**src/design/pairwise_box_overlap_pairs_unit_assert.svh**
```systemverilog
// ----------------------------------------------------------------------------
// pairwise box overlap pairs unit assertion macros
// Checks on internal state of the top level, clocked on clk, held off in reset.
// ----------------------------------------------------------------------------
`ifndef PAIRWISE_BOX_OVERLAP_PAIRS_UNIT_ASSERT_SVH
`define PAIRWISE_BOX_OVERLAP_PAIRS_UNIT_ASSERT_SVH

// consequent holds in the same cycle as the antecedent
`define PBO_ASSERT_NOW(label, ante, cons, msg) \
  label: assert property (@(posedge clk) disable iff (!rst_n) (ante) |-> (cons)) \
    else $error(msg);

// consequent holds in the cycle after the antecedent
`define PBO_ASSERT_NEXT(label, ante, cons, msg) \
  label: assert property (@(posedge clk) disable iff (!rst_n) (ante) |=> (cons)) \
    else $error(msg);

`endif

```
**src/design/pbo_pkg.sv**
```systemverilog
// ----------------------------------------------------------------------------
// pbo_pkg
// Shared types and fixed constants of the box overlap pair finder.
// ----------------------------------------------------------------------------
package pbo_pkg;

  localparam int unsigned FIELD_W     = 32;  // coordinate field width
  localparam int unsigned HE_W        = 31;  // half extent register width
  localparam int unsigned IDX_OUT_W   = 6;   // index field width on the result
  localparam int unsigned MAX_RESULTS = 63;  // results per body at most
  localparam int unsigned HIT_W       = 6;   // holds 0..MAX_RESULTS

  typedef struct packed {
    logic signed [FIELD_W-1:0] x_position;
    logic signed [FIELD_W-1:0] y_position;
    logic                      end_of_frame;
  } in_beat_t;

  typedef struct packed {
    logic [IDX_OUT_W-1:0] lower_index;
    logic [IDX_OUT_W-1:0] higher_index;
    logic                 last_of_run;
    logic                 overflow;
  } out_beat_t;

  typedef enum logic [2:0] {
    S_IDLE  = 3'b001,
    S_SCAN  = 3'b010,
    S_DRAIN = 3'b100
  } pbo_state_t;

endpackage

```
**src/design/pbo_overlap.sv**
```systemverilog
// ----------------------------------------------------------------------------
// pbo_overlap
// Overlap test of two square bodies given as offset-binary coordinates.
// ----------------------------------------------------------------------------
module pbo_overlap
  import pbo_pkg::*;
#(
  parameter int unsigned COORD_BITS = 32
) (
  input  logic [COORD_BITS-1:0] a_x,
  input  logic [COORD_BITS-1:0] a_y,
  input  logic [COORD_BITS-1:0] b_x,
  input  logic [COORD_BITS-1:0] b_y,
  input  logic [HE_W:0]         diameter,
  output logic                  hit
);

  localparam int unsigned CMP_W = (COORD_BITS > HE_W + 1) ? COORD_BITS : HE_W + 1;

  logic [COORD_BITS-1:0] dx;
  logic [COORD_BITS-1:0] dy;

  // offset binary keeps the differences unsigned and exact
  assign dx = (a_x >= b_x) ? (a_x - b_x) : (b_x - a_x);
  assign dy = (a_y >= b_y) ? (a_y - b_y) : (b_y - a_y);

  assign hit = (CMP_W'(dx) <= CMP_W'(diameter)) && (CMP_W'(dy) <= CMP_W'(diameter));

endmodule

```
**src/design/pairwise_box_overlap_pairs_unit.sv**
```systemverilog
// ----------------------------------------------------------------------------
// pairwise_box_overlap_pairs_unit
// A body with n >= 1 bodies stored before it goes through accept, n reads, last
// compare, scan end and drain; the first body of a frame skips reads and last
// compare, a dropped body goes from accept to drain. A pair waits in a holding
// register until the next pair or the drain, then moves into the output
// register. Result stalls stretch scan and drain. Synchronous reset clears body
// count, half extent and handshake state; memory contents are kept.
// ----------------------------------------------------------------------------
module pairwise_box_overlap_pairs_unit
  import pbo_pkg::*;
#(
  parameter int unsigned MAX_BODIES = 64,
  parameter int unsigned COORD_BITS = 32
) (
  input  logic            clk,
  input  logic            rst_n,
  input  logic            cfg_we,
  input  logic [HE_W-1:0] cfg_wdata,
  input  logic            in_valid,
  output logic            in_stall,
  input  in_beat_t        in_data,
  output logic            out_valid,
  input  logic            out_stall,
  output out_beat_t       out_data
);

  localparam int unsigned IDX_W = (MAX_BODIES > 1) ? $clog2(MAX_BODIES) : 1;
  localparam int unsigned CNT_W = $clog2(MAX_BODIES + 1);
  localparam int unsigned MEM_W = 2 * COORD_BITS;
  localparam logic [COORD_BITS-1:0] SIGN_FLIP = {1'b1, {(COORD_BITS-1){1'b0}}};

  // body memory, {x, y} in offset binary
  logic [MEM_W-1:0] mem [MAX_BODIES];

  pbo_state_t           state_r, state_nxt;
  logic [CNT_W-1:0]     held_r, held_nxt;
  logic [HE_W-1:0]      half_extent_r;
  logic [CNT_W-1:0]     cur_r, cur_nxt;
  logic [CNT_W-1:0]     rd_idx_r, rd_idx_nxt;
  logic                 cmp_v_r, cmp_v_nxt;
  logic [IDX_W-1:0]     cmp_idx_r, cmp_idx_nxt;
  logic [MEM_W-1:0]     rd_data_r;
  logic [COORD_BITS-1:0] px_r, px_nxt;
  logic [COORD_BITS-1:0] py_r, py_nxt;
  logic [HIT_W-1:0]     hits_r, hits_nxt;
  logic                 pend_v_r, pend_v_nxt;
  logic [IDX_OUT_W-1:0] pend_lo_r, pend_lo_nxt;
  logic [IDX_OUT_W-1:0] pend_hi_r, pend_hi_nxt;
  logic                 pend_ovf_r, pend_ovf_nxt;
  logic                 out_valid_r, out_valid_nxt;
  out_beat_t            out_data_r, out_data_nxt;

  logic [COORD_BITS-1:0] in_x_off;
  logic [COORD_BITS-1:0] in_y_off;
  logic                  mem_we;
  logic                  rd_en;
  logic                  push;
  out_beat_t             push_beat;
  logic                  out_free;
  logic                  ov_hit;
  logic                  hit;
  logic                  blocked;

  assign in_x_off = COORD_BITS'(in_data.x_position) ^ SIGN_FLIP;
  assign in_y_off = COORD_BITS'(in_data.y_position) ^ SIGN_FLIP;

  pbo_overlap #(
    .COORD_BITS (COORD_BITS)
  ) u_overlap (
    .a_x      (px_r),
    .a_y      (py_r),
    .b_x      (rd_data_r[MEM_W-1:COORD_BITS]),
    .b_y      (rd_data_r[COORD_BITS-1:0]),
    .diameter ({half_extent_r, 1'b0}),
    .hit      (ov_hit)
  );

  assign out_free = !out_valid_r || !out_stall;
  assign hit      = cmp_v_r && ov_hit && (hits_r != HIT_W'(MAX_RESULTS));
  // a second hit needs the held one to move out first
  assign blocked  = hit && pend_v_r && !out_free;

  always_comb begin
    state_nxt     = state_r;
    held_nxt      = held_r;
    cur_nxt       = cur_r;
    rd_idx_nxt    = rd_idx_r;
    cmp_v_nxt     = cmp_v_r;
    cmp_idx_nxt   = cmp_idx_r;
    px_nxt        = px_r;
    py_nxt        = py_r;
    hits_nxt      = hits_r;
    pend_v_nxt    = pend_v_r;
    pend_lo_nxt   = pend_lo_r;
    pend_hi_nxt   = pend_hi_r;
    pend_ovf_nxt  = pend_ovf_r;
    mem_we        = 1'b0;
    rd_en         = 1'b0;
    push          = 1'b0;
    push_beat     = '0;

    case (state_r)
      S_IDLE: begin
        if (in_valid) begin
          px_nxt     = in_x_off;
          py_nxt     = in_y_off;
          cur_nxt    = held_r;
          hits_nxt   = '0;
          cmp_v_nxt  = 1'b0;
          rd_idx_nxt = '0;
          if (held_r == CNT_W'(MAX_BODIES)) begin
            // dropped body: one overflow result
            pend_v_nxt   = 1'b1;
            pend_lo_nxt  = '0;
            pend_hi_nxt  = '0;
            pend_ovf_nxt = 1'b1;
            held_nxt     = in_data.end_of_frame ? '0 : held_r;
            state_nxt    = S_DRAIN;
          end else begin
            // stored now; the scan reads only lower entries
            mem_we       = 1'b1;
            pend_v_nxt   = 1'b0;
            pend_ovf_nxt = 1'b0;
            pend_hi_nxt  = IDX_OUT_W'({{IDX_OUT_W{1'b0}}, held_r});
            held_nxt     = in_data.end_of_frame ? '0 : held_r + 1'b1;
            state_nxt    = S_SCAN;
          end
        end
      end
      S_SCAN: begin
        if (!blocked) begin
          if (rd_idx_r < cur_r) begin
            rd_en       = 1'b1;
            cmp_v_nxt   = 1'b1;
            cmp_idx_nxt = rd_idx_r[IDX_W-1:0];
            rd_idx_nxt  = rd_idx_r + 1'b1;
          end else begin
            cmp_v_nxt = 1'b0;
          end
          if (hit) begin
            if (pend_v_r) begin
              push                   = 1'b1;
              push_beat.lower_index  = pend_lo_r;
              push_beat.higher_index = pend_hi_r;
            end
            pend_v_nxt  = 1'b1;
            pend_lo_nxt = IDX_OUT_W'({{IDX_OUT_W{1'b0}}, cmp_idx_r});
            hits_nxt    = hits_r + 1'b1;
          end
          if (!cmp_v_r && (rd_idx_r == cur_r)) begin
            state_nxt = S_DRAIN;
          end
        end
      end
      S_DRAIN: begin
        if (!pend_v_r) begin
          state_nxt = S_IDLE;
        end else if (out_free) begin
          push                   = 1'b1;
          push_beat.lower_index  = pend_lo_r;
          push_beat.higher_index = pend_hi_r;
          push_beat.last_of_run  = 1'b1;
          push_beat.overflow     = pend_ovf_r;
          pend_v_nxt             = 1'b0;
          state_nxt              = S_IDLE;
        end
      end
      default: begin
        state_nxt = S_IDLE;
      end
    endcase

    out_valid_nxt = out_valid_r;
    out_data_nxt  = out_data_r;
    if (push) begin
      out_valid_nxt = 1'b1;
      out_data_nxt  = push_beat;
    end else if (out_valid_r && !out_stall) begin
      out_valid_nxt = 1'b0;
    end
  end

  always_ff @(posedge clk) begin
    if (mem_we) begin
      mem[held_r[IDX_W-1:0]] <= {in_x_off, in_y_off};
    end
    if (rd_en) begin
      rd_data_r <= mem[rd_idx_r[IDX_W-1:0]];
    end
  end

  always_ff @(posedge clk) begin
    if (!rst_n) begin
      state_r       <= S_IDLE;
      held_r        <= '0;
      half_extent_r <= '0;
      rd_idx_r      <= '0;
      cmp_v_r       <= 1'b0;
      pend_v_r      <= 1'b0;
      out_valid_r   <= 1'b0;
    end else begin
      state_r     <= state_nxt;
      held_r      <= held_nxt;
      rd_idx_r    <= rd_idx_nxt;
      cmp_v_r     <= cmp_v_nxt;
      pend_v_r    <= pend_v_nxt;
      out_valid_r <= out_valid_nxt;
      if (cfg_we) begin
        half_extent_r <= cfg_wdata;
      end
    end
  end

  always_ff @(posedge clk) begin
    cur_r      <= cur_nxt;
    cmp_idx_r  <= cmp_idx_nxt;
    px_r       <= px_nxt;
    py_r       <= py_nxt;
    hits_r     <= hits_nxt;
    pend_lo_r  <= pend_lo_nxt;
    pend_hi_r  <= pend_hi_nxt;
    pend_ovf_r <= pend_ovf_nxt;
    out_data_r <= out_data_nxt;
  end

  assign in_stall  = (state_r != S_IDLE);
  assign out_valid = out_valid_r;
  assign out_data  = out_data_r;

`include "pairwise_box_overlap_pairs_unit_assert.svh"

  `PBO_ASSERT_NOW(a_held_in_range, 1'b1, held_r <= CNT_W'(MAX_BODIES),
    "body count above capacity")
  `PBO_ASSERT_NOW(a_scan_bounded, state_r == S_SCAN, rd_idx_r <= cur_r,
    "scan read past the current body")
  `PBO_ASSERT_NOW(a_ovf_only_drain, pend_v_r && pend_ovf_r, state_r == S_DRAIN,
    "overflow result held outside drain")
  `PBO_ASSERT_NEXT(a_accept_leaves_idle, in_valid && !in_stall, state_r != S_IDLE,
    "accepted beat did not start work")

endmodule

```
**config.mk**
```make
export PLATFORM = sky130hd
export DESIGN_NAME = pairwise_box_overlap_pairs_unit
export DESIGN_NICKNAME = d
export VERILOG_FILES = /design/src/design/pbo_pkg.sv /design/src/design/pbo_overlap.sv /design/src/design/pairwise_box_overlap_pairs_unit.sv
export VERILOG_INCLUDE_DIRS = /design/src /design/src/design
export SDC_FILE = /design/constraint.sdc
export NUM_CORES = 2
export LEC_CHECK = 0
export ABC_AREA = 1
export BUFFER_PORTS_ARGS = -buffer_cell sky130_fd_sc_hd__buf_2
export CAP_MARGIN = 10
export CELL_PAD_IN_SITES_DETAIL_PLACEMENT = 1
export CELL_PAD_IN_SITES_GLOBAL_PLACEMENT = 1
export CORE_UTILIZATION = 52
export CTS_BUF_LIST = sky130_fd_sc_hd__clkbuf_16
export CTS_CLUSTER_SIZE = 24
export DETAILED_ROUTE_END_ITERATION = 12
export PLACE_DENSITY_LB_ADDON = 0.1
export SYNTH_ARGS = -nofsm -noshare
export SYNTH_HDL_FRONTEND = slang
export SYNTH_SLANG_ARGS = --single-unit
```
**constraint.sdc**
```tcl
create_clock -name clk -period 9.1 [get_ports clk]
set_input_delay 1.82 -clock clk [delete_from_list [all_inputs] [get_ports clk]]
set_output_delay 1.82 -clock clk [all_outputs]
set_load 0.02 [all_outputs]
```
## Word level (Yosys, flattened, before mapping)

Memory sizes are Yosys's and may differ from the RTL's. A register that Yosys moved wholly into a read port is not among the register bits.
Cells that the tools add are included.

| operators by class | value |
|---|---|
| muxes and demuxes | 57 |
| reductions and logical operators | 26 |
| add/subtract/negate cells | 7 |
| bitwise operators | 3 |
| $lt $le $gt $ge | 5 |
| equal/unequal tests | 15 |

Operators with widths:

| kind | count |
|---|---|
| $sub A32 B32 Y32 | 4 |
| $ge A32 B32 Y1 | 2 |
| $le A32 B32 Y1 | 2 |
| $mux W32 | 2 |
| $mux W6 | 7 |
| $mux W7 | 6 |
| $mux W12 | 3 |
| $mux W14 | 2 |
| $pmux W12 S2 | 1 |
| $pmux W6 S2 | 2 |
| $mux W1 | 23 |
| $mux W3 | 6 |
| $reduce_and A4 Y1 | 4 |
| $add A7 B1 Y7 const B | 2 |
| $ne A2 B2 Y1 const B | 7 |
| $pmux W7 S2 | 1 |
| $reduce_and A3 Y1 | 4 |
| $pmux W3 S3 | 1 |
| $eq A7 B7 Y1 | 1 |
| $eq A7 B7 Y1 const B | 1 |
| $logic_and A1 B1 Y1 | 7 |
| $lt A7 B7 Y1 | 1 |
| $add A6 B1 Y6 const B | 1 |
| $ne A6 B6 Y1 const B | 1 |
| other kinds (14) | 22 |

| storage, ports and cells | value |
|---|---|
| memories | 1 |
| bits of input ports | 101 |
| RAM bits | 4096 |
| register bits | 161 |
| output and inout port bits | 16 |

Memory list:

| name | words | width | rd ports | clocked after memory_dff | wr ports | RTL line | RTL |
|---|---|---|---|---|---|---|---|
| mem | 64 | 64 | 1 | 1 | 1 | pairwise_box_overlap_pairs_unit.sv:34 | `logic [MEM_W-1:0] mem [MAX_BODIES];` |

## Depth between registers and ports, before layout

| depth | value |
|---|---|
| word-level depth | 11 |
| gate-level depth with buffers | 35 |

## By module

Synthesis repeated with hierarchy kept, for this count alone.

| unflattened totals | value |
|---|---|
| cells, all modules | 16245 |
| area total of the unflattened synthesis | 183119.4 um^2 |

Modules (own cells, without submodules):

| module | sequential area each (um^2) | instances | area an instance (um^2) | cells an instance |
|---|---|---|---|---|
| pairwise_box_overlap_pairs_unit | 129244.0 | 1 | 171286.8 | 13910 |
| pbo_overlap | 0.0 | 1 | 11832.6 | 2335 |

## Least setup slack after synthesis

No wires, ideal clock.

| timing path | value |
|---|---|
| path kind | flip-flop to flip-flop |
| start | register px_r[0] |
| end | register cmp_idx_r[0] (enable) |
| path buffers | 2 |
| stages on the path, launching flop included | 28 |
| setup slack | 2.186 ns |
| period minus slack after synthesis | 6.914 ns |
| arrival time | 6.415 ns |
| library setup time | 0.499 ns |
| path through | edfxtp_1 -> inv_1 -> ha_1 -> inv_1 -> fa_1 -> a21oi_1 -> o21ai_1 -> a21oi_2 -> inv_2 -> nand2_1 -> nand3_4 -> inv_2 -> buf_4 -> nand2_1 -> nand2_1 -> inv_1 -> ha_1 -> nand2_1 -> nor2_1 -> nand4_1 -> nor2_1 -> nand2_1 -> nand2_1 -> nand2_1 -> nand4_1 -> buf_2 -> nand3_1 -> nor2_1 |

| on the way | value |
|---|---|
| longest elaborated chain between the ends | 10 |
| elaborated cells on any way between the ends | 12 |
| classes of those cells | add/sub: 2; order compare: 2; mux: 1; bitwise: 1; reduce/logical: 6 |

Ends and longest elaborated chain:

| item | RTL line | RTL |
|---|---|---|
| from (decl) | pairwise_box_overlap_pairs_unit.sv:44 | `logic [COORD_BITS-1:0] px_r, px_nxt;` |
| from (signal assigned) | pairwise_box_overlap_pairs_unit.sv:218 | `px_r <= px_nxt;` |
| $sub A32 B32 Y32 or $ge A32 B32 Y1 (tied branches) | pbo_overlap.sv:24 | `assign dx = (a_x >= b_x) ? (a_x - b_x) : (b_x - a_x);` |
| $mux W32 (*) | pbo_overlap.sv:24 |  |
| $le A32 B32 Y1 (*) | pbo_overlap.sv:27 | `assign hit = (CMP_W'(dx) <= CMP_W'(diameter)) && (CMP_W'(dy) <= CMP_W'(diameter));` |
| $logic_and A1 B1 Y1 (*) | pbo_overlap.sv:27 |  |
| $logic_and A1 B1 Y1 (*) (2 in a row) | pairwise_box_overlap_pairs_unit.sv:80 | `assign hit = cmp_v_r && ov_hit && (hits_r != HIT_W'(MAX_RESULTS));` |
| $logic_and A1 B1 Y1 (*) (2 in a row) | pairwise_box_overlap_pairs_unit.sv:82 | `assign blocked = hit && pend_v_r && !out_free;` |
| $not A1 Y1 (no source line) (*) | -- |  |
| $reduce_and A3 Y1 (no source line) (*) | -- |  |
| to (signal assigned) | pairwise_box_overlap_pairs_unit.sv:217 | `cmp_idx_r <= cmp_idx_nxt;` |
| to (decl) | pairwise_box_overlap_pairs_unit.sv:42 | `logic [IDX_W-1:0] cmp_idx_r, cmp_idx_nxt;` |

Mark *: on every way between the ends. The rest lies on a longest branch, timed or not.
A chain may end at the register's enable or synchronous reset.

## Worst setup path in the final report

| timing path | value |
|---|---|
| start | register py_r[0] |
| end | register rd_data_r[29] (read register of mem) (enable) |

| on the way | value |
|---|---|
| longest elaborated chain between the ends | 10 |
| elaborated cells on any way between the ends | 12 |
| classes of those cells | add/sub: 2; order compare: 2; mux: 3; reduce/logical: 5 |

Ends and longest elaborated chain:

| item | RTL line | RTL |
|---|---|---|
| from (decl) | pairwise_box_overlap_pairs_unit.sv:45 | `logic [COORD_BITS-1:0] py_r, py_nxt;` |
| from (signal assigned) | pairwise_box_overlap_pairs_unit.sv:219 | `py_r <= py_nxt;` |
| $sub A32 B32 Y32 or $ge A32 B32 Y1 (tied branches) | pbo_overlap.sv:25 | `assign dy = (a_y >= b_y) ? (a_y - b_y) : (b_y - a_y);` |
| $mux W32 (*) | pbo_overlap.sv:25 |  |
| $le A32 B32 Y1 (*) | pbo_overlap.sv:27 |  |
| $logic_and A1 B1 Y1 (*) | pbo_overlap.sv:27 |  |
| $logic_and A1 B1 Y1 (*) (2 in a row) | pairwise_box_overlap_pairs_unit.sv:80 |  |
| $logic_and A1 B1 Y1 (*) (2 in a row) | pairwise_box_overlap_pairs_unit.sv:82 |  |
| $mux W1 (*) | pairwise_box_overlap_pairs_unit.sv:132 | `if (!blocked) begin` |
| $mux W1 (*) | pairwise_box_overlap_pairs_unit.sv:103 | `case (state_r)` |
| named net rd_en | pairwise_box_overlap_pairs_unit.sv:57 | `logic rd_en;` |
| to (decl) | pairwise_box_overlap_pairs_unit.sv:43 | `logic [MEM_W-1:0] rd_data_r;` |

Mark *: on every way through the listed nets, which the timed path passes. The rest lies on a longest branch.

==> run metrics <==
status finished, final reports clean; skew final 0.0792 ns; Die Wd 585 um; endpoint class of the critical path register; initial antenna violation count 99; grt ovf 0; P per Cell Area 272 mW/mm^2; Longest Clk Path Bufs 4; Initial DRT Pass Iterations 8; Core Region 0.338 sq mm; Startpoint Class register; total die area 0.343 sq mm; Max stage delay on crit path 0.91 ns; vias in the first global route 129k; # resized after CTS 0; Req. time, crit path 9.75 ns; Hold Path Class register to register; leak pwr 65.8 nW; WL/cell 36.0 um; Vias 128k; Root Buffer clkbuf_16; CP Max Fanout 33; Slowest-stage cell, CP nor2_4; DP Wirelength 377000 um; IO buf count 116; minimum clock period 7.59 ns; H-Tree Depth 5; Reg clk slew, reported paths 0.06 ns; Starting Density 52.4%; Worst Path Arrival 8.24 ns; WHS 0.508 ns; nets 14.4k; num rows 213; top-area cell type share of the netlist area 72.4%; most common cell after layout, fill and taps aside edfxtp_1; GRT Total Usage 39.5%; Routed Antenna Nets 0; Final Slew Violations 0; detailed-route DRC error count 0; fin crit share 83.4%; Fillers 33.1k; Syn Inst Count 14.2k; clk sinks 4321; most frequent CP cell nand2_1; Peak VDD IR 0.298 mV; post-CTS setup buffer count 0; Routed WL 687000 um; Yosys warning total 0; synthesized area per cell 12.5 sq um; post-DR vias/cell 6.71; layout cells sized above 1 8.04%; Mapped Area 0.177 sq mm; clk_lat worst skew 1.04 ns; Yosys top cell by area edfxtp_1; Final Wtd Congestion 0.970; RSZ-0062 raised after global routing false; final hold vios 0; Synth cell types 49; P&R area growth vs syn 11.4%; slew margin rel. 5.02%; commonest non-fill, non-tap cells in the layout edfxtp_1, nor2_1, o21ai_0; CTS tree done; CTS buffer count 444; number of enable flip-flop cells after synthesis 4270; crit path kind register to register; Top FF cell, synth edfxtp_1; Setup Total Neg Slack 0 ns; worst slew pin tran 1.42 ns; Syn Nets 14.5k; synth top area cells edfxtp_1, o21ai_0, nor2_1; Max Clock Freq 132 MHz; largest net degree at the start of global routing 194; Die H 585 um; 1st-iter DRT viols 19.3k; Synth Register Bits 4321; Synth async-reset ratio 0%; Max-Cap Viols 0; final setup vio count 0; Seq/Total Area, Yosys 73.0%; first-pass GRT wire length 953000 um; cts hold-fix bufs 0; Ports 117
worst paths after layout:
kind                                from       endpoint  slack, ns  cells past startpoint
worst max register to register   py_r[0]  rd_data_r[29]       1.51                     30
worst max-delay path             py_r[0]  rd_data_r[29]       1.51                     30
worst min-delay path            pend_v_r       pend_v_r       0.51                      2
worst min register to register  pend_v_r       pend_v_r       0.51                      2
Yosys cell counts, types with 8 or more instances:
master / number
clkbuf_2: 12
inv_2: 9
buf_6: 17
xnor2_1: 12
o21a_1: 10
a21oi_1: 259
o32ai_1: 43
nand3_1: 57
a211oi_1: 8
o21ai_0: 2566
nor2_1: 2993
xor2_1: 75
nand2_1: 559
buf_4: 44
buf_2: 264
nand4_1: 23
a31oi_1: 25
buf_1: 13
o22ai_1: 1280
a21o_1: 22
dfxtp_1: 51
o21bai_1: 22
nor3_1: 21
inv_1: 442
clkbuf_1: 600
ha_1: 199
edfxtp_1: 4270
o211ai_1: 13
o21ai_1: 218
cell families (layout without fill, tap and decap cells):
| kind of cell | count (synthesis) | after routing | share of synthesized area (%) |
|---|---|---|---|
| compound gates | 4487 | 4487 | 13.8 |
| buf+inv | 1408 | 1717 | 3.35 |
| xor+xnor | 87 | 87 | 0.430 |
| simple gates | 3669 | 3669 | 7.90 |
| other cells | 0 | 57 | 0 |
| flops | 4321 | 4321 | 73.0 |
| fa+ha+maj | 203 | 203 | 1.45 |
| mux | 2 | 2 | 0.0113 |
critical path, delay by kind of cell (launching register included):
kind            cells  cell delay, ns
flops               1            0.39
buf+inv             8            1.55
compound gates      4            0.65
fa+ha+maj           3            0.88
simple gates       15            3.65
stage by stage:
| stage | setup WS (ns) | cell area, sq um | power (mW) | util (%) | instances |
|---|---|---|---|---|---|
| detailed placement | 1.58 | 183000 | 35.7 | 54.2 | 18171 |
| CTS | 1.53 | 197000 | 53.3 | 58.3 | 18993 |
| global placement | 1.64 | 183000 | 35.3 | 54.2 | 18170 |
| finish | 1.51 | 197000 | 53.6 | 58.4 | 19058 |
| global route | 0.888 | 197000 | 54.9 | 58.4 | 19029 |
| floorplan | 2.19 | 177000 | 30.1 | - | 14177 |
where the power goes:
group	total (mW)	switching (mW)	internal (mW)
logic	13.4	10.1	3.35
registers	22.4	0.202	22.2
clock network	17.8	7.94	9.88
per-layer routing:
layer  wire length [um]  global-route usage (%)  vias to the layer above
met2             311000                    61.3                     7923
met1             262000                    53.4                    65970
met4              39200                    20.0                       38
met5                249                       0                        -
met3              74200                    7.47                     1729
li1                   -                       -                    52180
sequential cells by signal (all words and copies together), names as in the netlist:
register / flops
pend_v_r: 1
rd_idx_r: 7
cmp_idx_r: 6
mem: 4096
out_data: 14
half_extent_r: 31
px_r: 32
cmp_v_r: 1
out_valid: 1
state_r: 3
pend_ovf_r: 1
held_r: 7
py_r: 32
hits_r: 6
cur_r: 7
pend_lo_r: 6
pend_hi_r: 6
rd_data_r: 64
final cells by class:
cell class,count,area (sq um),share of cell area [%]
multi-input cells,8448,42400,21.5
diodes,57,143,0.0723
inverters,458,1770,0.896
clock buffers,447,11200,5.67
repair buffers,437,3980,2.02
flip-flops and latches,4321,129000,65.5
clock inverters,375,2810,1.43
well taps,4515,5650,2.86
Note: power is estimated with default switching activity, not from simulation.
